[src/rtl/i2cmra_pkg.sv]
// ----------------------------------------------------------------------------
// I2C master register access package
// Shared types, codes and constants for the bit-level I2C master.
// ----------------------------------------------------------------------------
package i2cmra_pkg;

  // Command codes carried in the action field
  typedef enum logic [1:0] {
    ACT_TICK  = 2'd0,
    ACT_WRITE = 2'd1,
    ACT_READ  = 2'd2,
    ACT_PROBE = 2'd3
  } act_t;

  // Bus sequence steps
  typedef enum logic [4:0] {
    ST_IDLE      = 5'd0,
    ST_START_A   = 5'd1,
    ST_START_B   = 5'd2,
    ST_START_C   = 5'd3,
    ST_TX_LOW    = 5'd4,
    ST_TX_HIGH   = 5'd5,
    ST_ACK_LOW   = 5'd6,
    ST_ACK_HIGH  = 5'd7,
    ST_ACK_END   = 5'd8,
    ST_RS_PREP   = 5'd9,
    ST_RX_LOW    = 5'd10,
    ST_RX_HIGH   = 5'd11,
    ST_NACK_LOW  = 5'd12,
    ST_NACK_HIGH = 5'd13,
    ST_STOP_A    = 5'd14,
    ST_STOP_B    = 5'd15
  } step_t;

  // Byte stages of a transaction
  localparam logic [2:0] STG_ADDR_W = 3'd0;
  localparam logic [2:0] STG_REG    = 3'd1;
  localparam logic [2:0] STG_DATA   = 3'd2;
  localparam logic [2:0] STG_ADDR_R = 3'd3;

  // Configuration register indexes
  localparam logic CFG_ACK_TIMEOUT = 1'b0;
  localparam logic CFG_PHASE_TICKS = 1'b1;

  localparam int CfgDataW = 16;

  localparam logic [7:0]  ACK_TIMEOUT_RST = 8'd250;
  localparam logic [15:0] PHASE_TICKS_RST = 16'd1;

  typedef struct packed {
    act_t       action;
    logic [6:0] device_address;
    logic [7:0] register_address;
    logic [7:0] write_data;
    logic       sda_in;
  } in_t;

  typedef struct packed {
    logic       scl_level;
    logic       sda_level;
    logic       sda_drive;
    logic       busy_res;
    logic       done_res;
    logic [7:0] read_data;
    logic       status;
  } out_t;

  // Byte to shift out for a given byte stage
  function automatic logic [7:0] tx_byte(input logic [2:0] stage, input logic [6:0] addr,
                                         input logic [7:0] regb, input logic [7:0] data);
    logic [7:0] b;
    case (stage)
      STG_ADDR_W: b = {addr, 1'b0};
      STG_REG:    b = regb;
      STG_DATA:   b = data;
      default:    b = {addr, 1'b1};
    endcase
    return b;
  endfunction

endpackage

[src/rtl/i2c_master_register_access_core.sv]
// ----------------------------------------------------------------------------
// I2C master register access core
// Bit-level I2C master: register write, register read and address probe,
// paced by tick beats, one bus phase every phase_ticks ticks.
// ----------------------------------------------------------------------------
//
//  channel | direction | handshake        | payload
//  --------+-----------+------------------+------------------------------
//  in      | input     | in_valid/in_stall | in_data   (i2cmra_pkg::in_t)
//  out     | output    | out_valid/out_stall | out_data (i2cmra_pkg::out_t)
//  cfg     | input     | cfg_we            | cfg_index, cfg_data
//
//  One beat in, one beat out. Each input beat is processed in the cycle it
//  is accepted and its result lands in the output register on that edge, so
//  the block sustains one beat per cycle while out_stall is low; the output
//  register is the only stage between the two sides.
//  An input beat is held off only while the output register is full and
//  stalled. Reset (synchronous, rst_n low) returns the sequencer to idle,
//  empties the output register and loads the register defaults.
//
module i2c_master_register_access_core (
  input  logic                                clk,
  input  logic                                rst_n,
  input  logic                                in_valid,
  output logic                                in_stall,
  input  i2cmra_pkg::in_t                     in_data,
  output logic                                out_valid,
  input  logic                                out_stall,
  output i2cmra_pkg::out_t                    out_data,
  input  logic                                cfg_we,
  input  logic                                cfg_index,
  input  logic [i2cmra_pkg::CfgDataW-1:0]     cfg_data
);
  import i2cmra_pkg::*;

  // Configuration
  logic [7:0]  ack_timeout_r;
  logic [15:0] phase_ticks_r;

  // Sequencer state
  step_t       step_r, step_nxt;
  logic [2:0]  bit_count_r, bit_count_nxt;
  logic [7:0]  shift_byte_r, shift_byte_nxt;
  logic [2:0]  byte_stage_r, byte_stage_nxt;
  logic [7:0]  ack_wait_r, ack_wait_nxt;
  act_t        cmd_r, cmd_nxt;
  logic [6:0]  addr_r, addr_nxt;
  logic [7:0]  reg_r, reg_nxt;
  logic [7:0]  data_r, data_nxt;
  logic [7:0]  rx_byte_r, rx_byte_nxt;
  logic [15:0] phase_count_r, phase_count_nxt;
  logic        error_r, error_nxt;
  logic        done_nxt;

  // Output register
  logic        out_valid_r, out_valid_nxt;
  out_t        out_r, out_nxt;

  logic        in_fire;
  logic [16:0] phase_inc;
  logic [2:0]  bit_inc;
  logic [2:0]  stage_inc;

  // Accept whenever the output register is free or being drained
  assign in_stall  = out_valid_r & out_stall;
  assign in_fire   = in_valid & ~in_stall;
  assign out_valid = out_valid_r;
  assign out_data  = out_r;

  assign phase_inc = {1'b0, phase_count_r} + 17'd1;
  assign bit_inc   = bit_count_r + 3'd1;
  assign stage_inc = byte_stage_r + 3'd1;

  // Configuration writes
  always_ff @(posedge clk) begin
    if (!rst_n) begin
      ack_timeout_r <= ACK_TIMEOUT_RST;
      phase_ticks_r <= PHASE_TICKS_RST;
    end else if (cfg_we) begin
      unique case (cfg_index)
        CFG_ACK_TIMEOUT: ack_timeout_r <= cfg_data[7:0];
        CFG_PHASE_TICKS: phase_ticks_r <= cfg_data[15:0];
        default: ;
      endcase
    end
  end

  // Next state: command capture, phase pacing and sequence advance
  always_comb begin
    step_nxt        = step_r;
    bit_count_nxt   = bit_count_r;
    shift_byte_nxt  = shift_byte_r;
    byte_stage_nxt  = byte_stage_r;
    ack_wait_nxt    = ack_wait_r;
    cmd_nxt         = cmd_r;
    addr_nxt        = addr_r;
    reg_nxt         = reg_r;
    data_nxt        = data_r;
    rx_byte_nxt     = rx_byte_r;
    phase_count_nxt = phase_count_r;
    error_nxt       = error_r;
    done_nxt        = 1'b0;

    if (step_r == ST_IDLE) begin
      if (in_data.action != ACT_TICK) begin
        // latch operands and show the first start phase at once
        cmd_nxt         = in_data.action;
        addr_nxt        = in_data.device_address;
        reg_nxt         = in_data.register_address;
        data_nxt        = in_data.write_data;
        byte_stage_nxt  = STG_ADDR_W;
        bit_count_nxt   = 3'd0;
        ack_wait_nxt    = 8'd0;
        error_nxt       = 1'b0;
        phase_count_nxt = 16'd0;
        step_nxt        = ST_START_A;
      end
    end else if (in_data.action == ACT_TICK) begin
      if (phase_inc < {1'b0, phase_ticks_r}) begin
        phase_count_nxt = phase_inc[15:0];
      end else begin
        phase_count_nxt = 16'd0;
        unique case (step_r)
          ST_START_A: step_nxt = ST_START_B;
          ST_START_B: step_nxt = ST_START_C;
          ST_START_C: begin
            shift_byte_nxt = tx_byte(byte_stage_r, addr_r, reg_r, data_r);
            bit_count_nxt  = 3'd0;
            step_nxt       = ST_TX_LOW;
          end
          ST_TX_LOW: step_nxt = ST_TX_HIGH;
          ST_TX_HIGH: begin
            shift_byte_nxt = {shift_byte_r[6:0], 1'b0};
            bit_count_nxt  = bit_inc;
            step_nxt       = (bit_inc == 3'd0) ? ST_ACK_LOW : ST_TX_LOW;
          end
          ST_ACK_LOW: begin
            ack_wait_nxt = 8'd0;
            step_nxt     = ST_ACK_HIGH;
          end
          ST_ACK_HIGH: begin
            if (!in_data.sda_in) begin
              step_nxt = ST_ACK_END;
            end else if (ack_wait_r >= ack_timeout_r) begin
              error_nxt = 1'b1;
              step_nxt  = ST_STOP_A;
            end else begin
              ack_wait_nxt = ack_wait_r + 8'd1;
            end
          end
          ST_ACK_END: begin
            if (cmd_r == ACT_PROBE || (cmd_r == ACT_WRITE && byte_stage_r >= STG_DATA)) begin
              step_nxt = ST_STOP_A;
            end else if (cmd_r == ACT_READ && byte_stage_r == STG_REG) begin
              byte_stage_nxt = STG_ADDR_R;
              step_nxt       = ST_RS_PREP;
            end else if (cmd_r == ACT_READ && byte_stage_r == STG_ADDR_R) begin
              bit_count_nxt  = 3'd0;
              shift_byte_nxt = 8'd0;
              step_nxt       = ST_RX_LOW;
            end else begin
              byte_stage_nxt = stage_inc;
              shift_byte_nxt = tx_byte(stage_inc, addr_r, reg_r, data_r);
              bit_count_nxt  = 3'd0;
              step_nxt       = ST_TX_LOW;
            end
          end
          ST_RS_PREP: step_nxt = ST_START_A;
          ST_RX_LOW:  step_nxt = ST_RX_HIGH;
          ST_RX_HIGH: begin
            shift_byte_nxt = {shift_byte_r[6:0], in_data.sda_in};
            bit_count_nxt  = bit_inc;
            if (bit_inc == 3'd0) begin
              rx_byte_nxt = {shift_byte_r[6:0], in_data.sda_in};
              step_nxt    = ST_NACK_LOW;
            end else begin
              step_nxt = ST_RX_LOW;
            end
          end
          ST_NACK_LOW:  step_nxt = ST_NACK_HIGH;
          ST_NACK_HIGH: step_nxt = ST_STOP_A;
          ST_STOP_A:    step_nxt = ST_STOP_B;
          ST_STOP_B: begin
            step_nxt = ST_IDLE;
            done_nxt = 1'b1;
          end
          default: step_nxt = ST_IDLE;
        endcase
      end
    end
  end

  // Outputs: pin levels decoded from the step the beat leaves behind
  always_comb begin
    out_nxt           = '0;
    out_nxt.scl_level = 1'b1;
    out_nxt.sda_level = 1'b1;
    out_nxt.sda_drive = 1'b1;
    unique case (step_nxt)
      ST_IDLE, ST_START_A, ST_NACK_HIGH: ;
      ST_START_B, ST_STOP_B: out_nxt.sda_level = 1'b0;
      ST_START_C, ST_STOP_A: begin
        out_nxt.scl_level = 1'b0;
        out_nxt.sda_level = 1'b0;
      end
      ST_TX_LOW: begin
        out_nxt.scl_level = 1'b0;
        out_nxt.sda_level = shift_byte_nxt[7];
      end
      ST_TX_HIGH: out_nxt.sda_level = shift_byte_nxt[7];
      ST_ACK_HIGH, ST_RX_HIGH: begin
        out_nxt.sda_level = 1'b0;
        out_nxt.sda_drive = 1'b0;
      end
      ST_RS_PREP, ST_NACK_LOW: out_nxt.scl_level = 1'b0;
      ST_ACK_LOW, ST_ACK_END, ST_RX_LOW: begin
        out_nxt.scl_level = 1'b0;
        out_nxt.sda_level = 1'b0;
        out_nxt.sda_drive = 1'b0;
      end
      default: begin
        out_nxt.scl_level = 1'b0;
        out_nxt.sda_level = 1'b0;
        out_nxt.sda_drive = 1'b0;
      end
    endcase
    out_nxt.busy_res  = (step_nxt != ST_IDLE);
    out_nxt.done_res  = done_nxt;
    out_nxt.read_data = rx_byte_nxt;
    out_nxt.status    = error_nxt;
  end

  // Hold a result until taken, refill on every accepted beat
  assign out_valid_nxt = in_fire | (out_valid_r & out_stall);

  always_ff @(posedge clk) begin
    if (!rst_n) begin
      out_valid_r <= 1'b0;
    end else begin
      out_valid_r <= out_valid_nxt;
    end
  end

  always_ff @(posedge clk) begin
    if (in_fire) begin
      out_r <= out_nxt;
    end
  end

  // Sequencer registers advance only on an accepted beat
  always_ff @(posedge clk) begin
    if (!rst_n) begin
      step_r        <= ST_IDLE;
      bit_count_r   <= 3'd0;
      shift_byte_r  <= 8'd0;
      byte_stage_r  <= 3'd0;
      ack_wait_r    <= 8'd0;
      cmd_r         <= ACT_TICK;
      addr_r        <= 7'd0;
      reg_r         <= 8'd0;
      data_r        <= 8'd0;
      rx_byte_r     <= 8'd0;
      phase_count_r <= 16'd0;
      error_r       <= 1'b0;
    end else if (in_fire) begin
      step_r        <= step_nxt;
      bit_count_r   <= bit_count_nxt;
      shift_byte_r  <= shift_byte_nxt;
      byte_stage_r  <= byte_stage_nxt;
      ack_wait_r    <= ack_wait_nxt;
      cmd_r         <= cmd_nxt;
      addr_r        <= addr_nxt;
      reg_r         <= reg_nxt;
      data_r        <= data_nxt;
      rx_byte_r     <= rx_byte_nxt;
      phase_count_r <= phase_count_nxt;
      error_r       <= error_nxt;
    end
  end

  // A finished transaction always reports idle
  a_done_idle: assert property (@(posedge clk) disable iff (!rst_n)
    out_valid_r && out_r.done_res |-> !out_r.busy_res)
    else $error("done beat reports busy");

  // SDA level is low whenever the master releases the line
  a_release_low: assert property (@(posedge clk) disable iff (!rst_n)
    out_valid_r && !out_r.sda_drive |-> !out_r.sda_level)
    else $error("released SDA shows a high level");

  // A tick while idle leaves the sequencer idle
  a_idle_tick: assert property (@(posedge clk) disable iff (!rst_n)
    in_fire && step_r == ST_IDLE && in_data.action == ACT_TICK |=> step_r == ST_IDLE)
    else $error("idle tick started a sequence");

  // Every accepted beat leaves a result in the output register
  a_fire_result: assert property (@(posedge clk) disable iff (!rst_n)
    in_fire |=> out_valid_r)
    else $error("accepted beat produced no result");

endmodule
[config.mk]
export PLATFORM = sky130hd
export DESIGN_NAME = i2c_master_register_access_core
export DESIGN_NICKNAME = d
export VERILOG_FILES = /design/src/rtl/i2cmra_pkg.sv /design/src/rtl/i2c_master_register_access_core.sv
export SDC_FILE = /design/constraint.sdc
export NUM_CORES = 1
export LEC_CHECK = 0
export BUFFER_PORTS_ARGS = -buffer_cell sky130_fd_sc_hd__buf_2
export CORE_MARGIN = 2
export CORE_UTILIZATION = 35
export DETAILED_ROUTE_END_ITERATION = 8
export SYNTH_ARGS = -nofsm -noshare
export SYNTH_HDL_FRONTEND = slang
export SYNTH_SLANG_ARGS = --single-unit
[constraint.sdc]
create_clock -name clk -period 4 [get_ports clk]
set_input_delay 0.2 -clock clk [delete_from_list [all_inputs] [get_ports clk]]
set_output_delay 0.2 -clock clk [all_outputs]
set_load 0.005 [all_outputs]
### Word-level counts from Yosys, hierarchy flattened

Index checks and enable logic that the tools add are counted.
Widths: inputs -> output; s select.

| word-level totals | value |
|---|---|
| bits in registers | 116 |
| bits of input ports | 48 |
| output and inout bits | 16 |
| word-level logic and storage cells | 176 |

| cells by class | value |
|---|---|
| add/sub/neg operators | 4 |
| magnitude comparators | 3 |
| equal/unequal tests | 45 |
| muxes and demuxes | 62 |
| bitwise operators | 8 |
| reduce and logical (&&, ||, !) cells | 31 |

Operator list:

| kind | number |
|---|---|
| $mux 8 | 17 |
| $eq 5x4->1 const B | 14 |
| $pmux 5 s14 | 1 |
| $mux 16 | 4 |
| $pmux 8 s3 | 2 |
| $mux 3 | 14 |
| $eq 5x3->1 const B | 7 |
| $pmux 8 s4 | 1 |
| $mux 5 | 6 |
| $reduce_and 7->1 | 4 |
| $eq 5x2->1 const B | 4 |
| $add 16x1->17 const B | 1 |
| $lt 17x16->1 | 1 |
| $pmux 8 s2 | 1 |
| $ne 3x3->1 const B | 5 |
| $mux 4 | 3 |
| $reduce_or 11->1 | 1 |
| $eq 5x1->1 const B | 2 |
| $logic_not 5->1 | 2 |
| $mux 1 | 10 |
| $eq 3x2->1 const B | 3 |
| $logic_not 3->1 | 3 |
| $pmux 3 s3 | 1 |
| $add 8x1->8 const B | 1 |
| other kinds (26) | 45 |

### Depth between registers and ports, before layout

Gate-level depths: netlist of run 1.

| depth | value |
|---|---|
| depth in word-level cells | 12 |
| gate-level depth with buffers | 15 |
| gate-level depth less buffers | 14 |

### Worst setup path before layout of run 1

Ideal clock, no wire load.

| path | value |
|---|---|
| path kind | register -> register |
| from | register phase_count_r[0] |
| to | register out_r (netlist bit out_data[10]), data pin |
| arrival | 3.516 ns |
| required time | 3.735 ns |
| slack | 0.218 ns |
| cell stages (with the launch flop) | 15 |
| path buffers | 0 |
| period minus slack after synthesis | 3.782 ns |
| path through | dfxtp_1 ha_1 nand2_1 nor2_1 nand3_1 xnor2_1 ha_1 a21oi_2 nand3_1 or4b_4 o2111a_2 nor2_8 mux2i_1 nand2b_1 or3_1 |

RTL lines:

| item | line | source |
|---|---|---|
| start: declaration | i2c_master_register_access_core.sv:51 | `logic [15:0] phase_count_r, phase_count_nxt;` |
| start signal: assignment | i2c_master_register_access_core.sv:276 | `phase_count_r <= phase_count_nxt;` |
| end signal: assignment | i2c_master_register_access_core.sv:246 | `out_r <= out_nxt;` |
| end: declaration | i2c_master_register_access_core.sv:57 | `out_t out_r, out_nxt;` |

==> flow_summary.yaml, run 1 <==
global_routing:
  use_met3_pct: 3.166
  antenna_found_initial: 0
  gr-total-overflow: 0
  track_usage_pct: 15.81
  busiest_layer: "met2"
  use_met2_pct: 24.21
  grt_pass1_wl_um: 25060
  grt_pass1_vias: 5084
  grt_use_met1_pct: 21.63
  grt_max_degree: 69
cts:
  cts_sinks: 116
  clk_pin_slew_worst_paths_ns: 0.06
  cts_tree: "done"
  root_buffer: "clkbuf_16"
  cts_max_path_buffers: 2
  cts_made_buffers: 17
  insertion_delay_ns: 0.42
  htree_num_levels: 4
cells_and_area:
  drive_gt1_share_pct: 19.00
  layout-area-overhead-vs-synth_pct: 19.62
  seq_area_mm2: 0.002462
  n_fill_cell: 1825
  mostFrequentLayoutCell: "nand2_1"
  multi_input_area_mm2: 0.003750
  nets: 887
  diodes: 0
  final_cell_mix: "nand2_1, dfxtp_1, buf_2"
  fin_util_pct: 42.82
worst_hold_path:
  hp-start: "cfg_data[0]"
  min_path_type: "input pin to flip-flop"
power:
  ir_worst_vdd_mv: 0.2922
  p_leak_nw: 3.066
  powerDensity_mw_per_mm2: 390.7
floorplanning:
  placementRows: 49
  dieArea_mm2: 0.01954
  die_h_um: 139.8
  start_util_pct: 35.80
  die-width_um: 139.8
  core_mm2: 0.01802
  pin_count: 64
synthesis:
  syn_area_mm2: 0.006452
  yosysWarnings: 0
  ys_seq_area_share_pct: 38.16
  postSynthCellCount: 738
  synthesis.nets: 822
  synth_cell_types: 77
  synth_edf_count: 14
  ys.flop_type: "dfxtp_1"
  ys_ff_latch: 116
  synth.avg_cell_area_um2: 8.743
  async_flop_share_pct: 0
sta:
  drv_slew: 0
  skew_ns: 0.01011
  fin_crit_ns: 3.807
  worst_slew_pin_slew_ns: 0.8698
  hold_viol: 0
  post-route-period-util_pct: 95.17
  setup-tns-final_ns: 0
  finalSetupViolCount: 0
  max_freq_mhz: 262.7
  relSlewSlack_pct: 41.87
  rsz0062_at_grt: "no"
  holdWs_ns: 0.01575
setup_path:
  regToRegSetupSlack_ns: 0.19
  critPathCapture: "out_data[10]"
  cp_cell_sequence: "buf_4, nand3_1, or2_2, xnor2_1, ha_1, and4_4, nor2b_4, or4b_4, o2111a_2, nor2_8, mux2i_4, nand2b_1, or3_1"
  r2r_cells: 13
  rr_endpoint: "out_data[10]"
  path_buf_inv: 1
  startpoint_type: "flip-flop"
  required_ns: 4.17
  crit_start: "phase_count_r[0]"
  cp-end-kind: "flip-flop"
  cpPeakStageDelay_ns: 0.50
  r2r_start: "phase_count_r[0]"
  path_max_fanout: 7
  slowest_stage: "or4b_4"
  arrival_ns: 3.98
  cp_top_family: "simple AND/OR/NAND/NOR gates"
  path_class: "flip-flop to flip-flop"
  path_depth: 13
placed_design:
  place_congestion: 0.8126
  port_buffers: 63
  dp_hpwl_um: 10490
job:
  drv_cap: 0
drt:
  wl_um: 14840
  ant_nets: 0
  drtIter0Drc: 472
  drc: 0
  firstDrtPassIters: 8
  num_vias: 5386
  vias_per_cell: 5.154
  wl_per_cell_um: 14.20
run_status:
  outcome: "completed"
[worst reg2reg max path, cell delays in order (launching register included)]
cell	delay, ns
dfxtp_1	0.38
buf_4	0.14
nand3_1	0.13
or2_2	0.35
xnor2_1	0.19
ha_1	0.29
and4_4	0.16
nor2b_4	0.12
or4b_4	0.50
o2111a_2	0.34
nor2_8	0.21
mux2i_4	0.32
nand2b_1	0.11
or3_1	0.31
[sequential cells by signal, summed over array words and instances, names as in the netlist, 3 cells and up]
name and flops:
phase_count_r 16, phase_ticks_r 16, out_data 14, ack_timeout_r 8
ack_wait_r 8, data_r 8, reg_r 8, rx_byte_r 8
shift_byte_r 8, addr_r 7, step_r 5, bit_count_r 3
byte_stage_r 3
[final cells by class]
type                            instances  share of cell area (%)
Sequential cell                       116                   31.90
Clock buffer                           23                   6.338
Clock inverter                          9                   1.345
Multi-Input combinational cell        547                   48.58
Inverter                               37                   1.799
Tap cell                              229                   3.712
Timing Repair Buffer                   84                   6.322
[through the flow]
stage,worst slack (ns),power [mW],cells,instance area [µm²]
after CTS,0.01374,3.044,1043,7627
after floorplan,0.2182,1.430,738,6452
after global placement,0.09714,1.517,1010,7024
after global routing,0.006181,3.138,1045,7719
final,0.1934,3.016,1045,7719
after detailed placement,0.01827,1.520,1010,7024
[cells by family (layout without fill, tap and decap cells)]
family,count (synthesis),count (layout),synth area share (%)
flops,116,116,38.16
xor+xnor,14,14,1.900
buf+inv,75,153,4.983
mux,22,22,3.665
compound gates,182,182,21.54
simple gates,293,293,22.77
fa+ha+maj,36,36,6.981
[worst min-delay path by stage]
stage	slack, ns	to	cells past startpoint
final	0.02	phase_ticks_r[0]	3
after global routing	0.02	phase_ticks_r[0]	3
after CTS	0.002	phase_ticks_r[0]	3
after detailed placement	0.43	out_valid	2
after global placement	0.43	out_valid	2
after floorplan	0.32	out_valid	1
[what timing repair did]
action	CTS	global route
endpoints found under the hold margin	1	0
setup buffers	0	2
hold buffers	1	0
endpoints found under the setup margin	0	15
resized for setup	0	12
[layer usage]
| layer | up-vias | share of wire, % | wire (µm) |
|---|---|---|---|
| met1 | 2490 | 50 | 7352 |
| met3 | 24 | 3.6 | 540 |
| met5 | - | 0 | 0 |
| li1 | 2756 | - | - |
| met2 | 116 | 45 | 6648 |
| met4 | 0 | 2.0 | 299 |
[synthesized netlist by cell type (3+ instances only)]
library cell    n  area [µm²]
a211oi_1        4       30.03
a21boi_0       49       367.9
a21boi_1        7       52.55
a21oi_1        18       90.09
a222oi_1       14       140.1
a22o_1          3       26.28
a22oi_1        15       112.6
and2_1         14       87.58
and3_1          4       25.02
buf_2           3       15.01
buf_6           3       33.78
clkbuf_1       30       112.6
dfxtp_1       102        2042
edfxtp_1       14       420.4
ha_1           36       450.4
inv_1          36       135.1
mux2_2          9       101.4
mux2i_1        12       120.1
nand2_1       138       518.0
nand2b_1       15       93.84
nand3_1        22       110.1
nand3b_1        3       22.52
nand4_1         3       18.77
nor2_1         20       75.07
nor2b_1        30       187.7
nor3_1         15       75.07
nor3b_1         3       22.52
o211ai_1        8       60.06
o21a_1          8       60.06
o21ai_0        11       55.05
o21ai_1         5       25.02
o22ai_1         7       43.79
o2bb2ai_1       3       26.28
or2_2           4       25.02
or3_1           6       37.54
xnor2_1         8       70.07
xor2_1          6       52.55
[where the power goes]
group          internal (mW)  leakage, nW  switching (mW)
combinational          0.106         1.82           0.149
sequential              1.22        0.958          0.0255
clock                  0.981        0.288           0.536
(Power assumes the default switching activity.)
==> inputs of run 2 (changes only) <==
--- a/config.mk
+++ b/config.mk
@@ -6,6 +6,7 @@
 export NUM_CORES = 1
 export LEC_CHECK = 0
 export BUFFER_PORTS_ARGS = -buffer_cell sky130_fd_sc_hd__buf_2
+export CORE_ASPECT_RATIO = 1.75
 export CORE_MARGIN = 2
 export CORE_UTILIZATION = 35
 export DETAILED_ROUTE_END_ITERATION = 8
==> run 2 against run 1 <==
Setup slack worse by 0.055 ns. Hold slack worse by 0.0031 ns. Utilization is 0.16 points lower. Sequential power hardly changed. Highest routed layer unchanged.
==> flow_summary.yaml, run 2 (synthesized netlist as in run 1, its figures left out) <==
cells_and_area:
  drive_gt1_share_pct: 19.98
  diodes: 0
  mostFrequentLayoutCell: "nand2_1"
  nets: 892
  finalNonFillerCells: 1055
  fin_util_pct: 42.66
  final_cell_mix: "nand2_1, dfxtp_1, buf_2"
  final_cell_area_mm2: 0.007702
  layout-area-overhead-vs-synth_pct: 19.37
  n_fill_cell: 1865
global_routing:
  antenna_found_initial: 0
  grt_pass1_wl_um: 25190
  grt_pass1_vias: 5276
  grt_max_degree: 53
  gr-total-overflow: 0
  track_usage_pct: 16.27
floorplanning:
  core_mm2: 0.01805
  die_h_um: 183.6
  placementRows: 65
  pin_count: 64
  die-width_um: 106.6
  start_util_pct: 35.74
  dieArea_mm2: 0.01958
cts:
  ctsHoldBuffers: 0
  insertion_delay_ns: 0.42
  clk_pin_slew_worst_paths_ns: 0.05
  cts_sinks: 116
  cts_made_buffers: 17
  htree_num_levels: 4
  root_buffer: "clkbuf_16"
  cts_max_path_buffers: 2
  cts_tree: "done"
sta:
  fin_crit_ns: 3.862
  holdWs_ns: 0.01261
  worst_slew_pin_slew_ns: 0.8935
  finalSetupViolCount: 0
  relSlewSlack_pct: 40.43
  max_freq_mhz: 258.9
  skew_ns: 0.009733
  drv_slew: 0
  post-route-period-util_pct: 96.55
  hold_viol: 0
drt:
  num_vias: 5425
  firstDrtPassIters: 5
  drc: 0
  wl_per_cell_um: 14.62
  vias_per_cell: 5.142
  wl_um: 15430
  ant_nets: 0
  drtIter0Drc: 293
placed_design:
  place_inst: 1020
  port_buffers: 63
  place_congestion: 0.8893
  post_dp_cell_area_mm2: 0.007056
  dp_hpwl_um: 11480
worst_hold_path:
  hp-start: "in_valid"
  hold_path_depth: 2
  min_path_type: "input pin to flip-flop"
setup_path:
  startpoint_type: "flip-flop"
  required_ns: 4.16
  r2r_cells: 14
  crit_start: "phase_count_r[0]"
  path_max_fanout: 7
  cp-end-kind: "flip-flop"
  r2r_start: "phase_count_r[0]"
  arrival_ns: 4.02
  regToRegSetupSlack_ns: 0.14
  path_class: "flip-flop to flip-flop"
job:
  drv_cap: 0
run_status:
  outcome: "completed"
power:
  ir_worst_vdd_mv: 0.2284
  p_total_mw: 2.939
  powerDensity_mw_per_mm2: 381.6
  p_leak_nw: 3.069
-- run 2: changes by cell type in the layout (fill, tap and decap cells not counted), moves of 2 or more --
cell / change
inv_6: +5
clkbuf_1: -3
bufinv_16: -2
buf_4: +7
nor2_1: +2
clkinv_2: -2
nor2_2: -2
-- run 2: cell type report --
type	instances	area [µm²]	share of cell area, %
multi-input combinational	547	3729	48.41
sequential	116	2462	31.97
timing repair buffer	89	510.5	6.628
clock buffer	20	478.0	6.205
tap	234	292.8	3.801
inverter	37	138.9	1.803
clock inverter	12	91.34	1.186
-- run 2: what timing repair did --
action | in CTS | in global routing
resized for setup | 0 | 9
setup endpoints to repair | 0 | 4
setup buffers | 0 | 3
-- run 2: power breakdown --
part / internal, mW / leakage [nW] / switching (mW)
sequential: 1.22 / 0.958 / 0.0229
combinational: 0.107 / 1.83 / 0.152
clock: 0.868 / 0.276 / 0.572
total: 2.19 / 3.07 / 0.746
-- run 2: worst paths after layout --
check,to
worst max-delay path,out_data[10]
worst min-delay path,out_valid
worst max register to register,out_data[10]
worst min register to register,error_r
-- run 2: per-layer routing --
metal  global-route usage [%]  wire (µm)  up-vias
li1                         -          -     2765
met1                    17.23       6269     2509
met2                    30.11       8106      121
met3                    4.218        631       30
met4                    6.597        418        0
met5                        0          0        -
-- run 2: metrics by stage --
stage,worst slack [ns],TNS [ns]
after floorplan,0.2182,0
after global placement,0.1420,0
after detailed placement,0.05841,0
after CTS,0.04305,0
after global routing,-0.01674,-0.02734
final,0.1379,0
-- run 2: worst max-delay path, stage by stage (launching register included) --
cell and delay, ns:
dfxtp_1 0.35, ha_2 0.21, nand2_1 0.07, nor2_1 0.11, buf_4 0.15, and4_1 0.24, xor2_2 0.17, ha_1 0.27
nand4_1 0.09, nand3_1 0.10, or4b_4 0.54, o2111a_2 0.35, nor2_8 0.19, mux2_2 0.39, or3_1 0.37
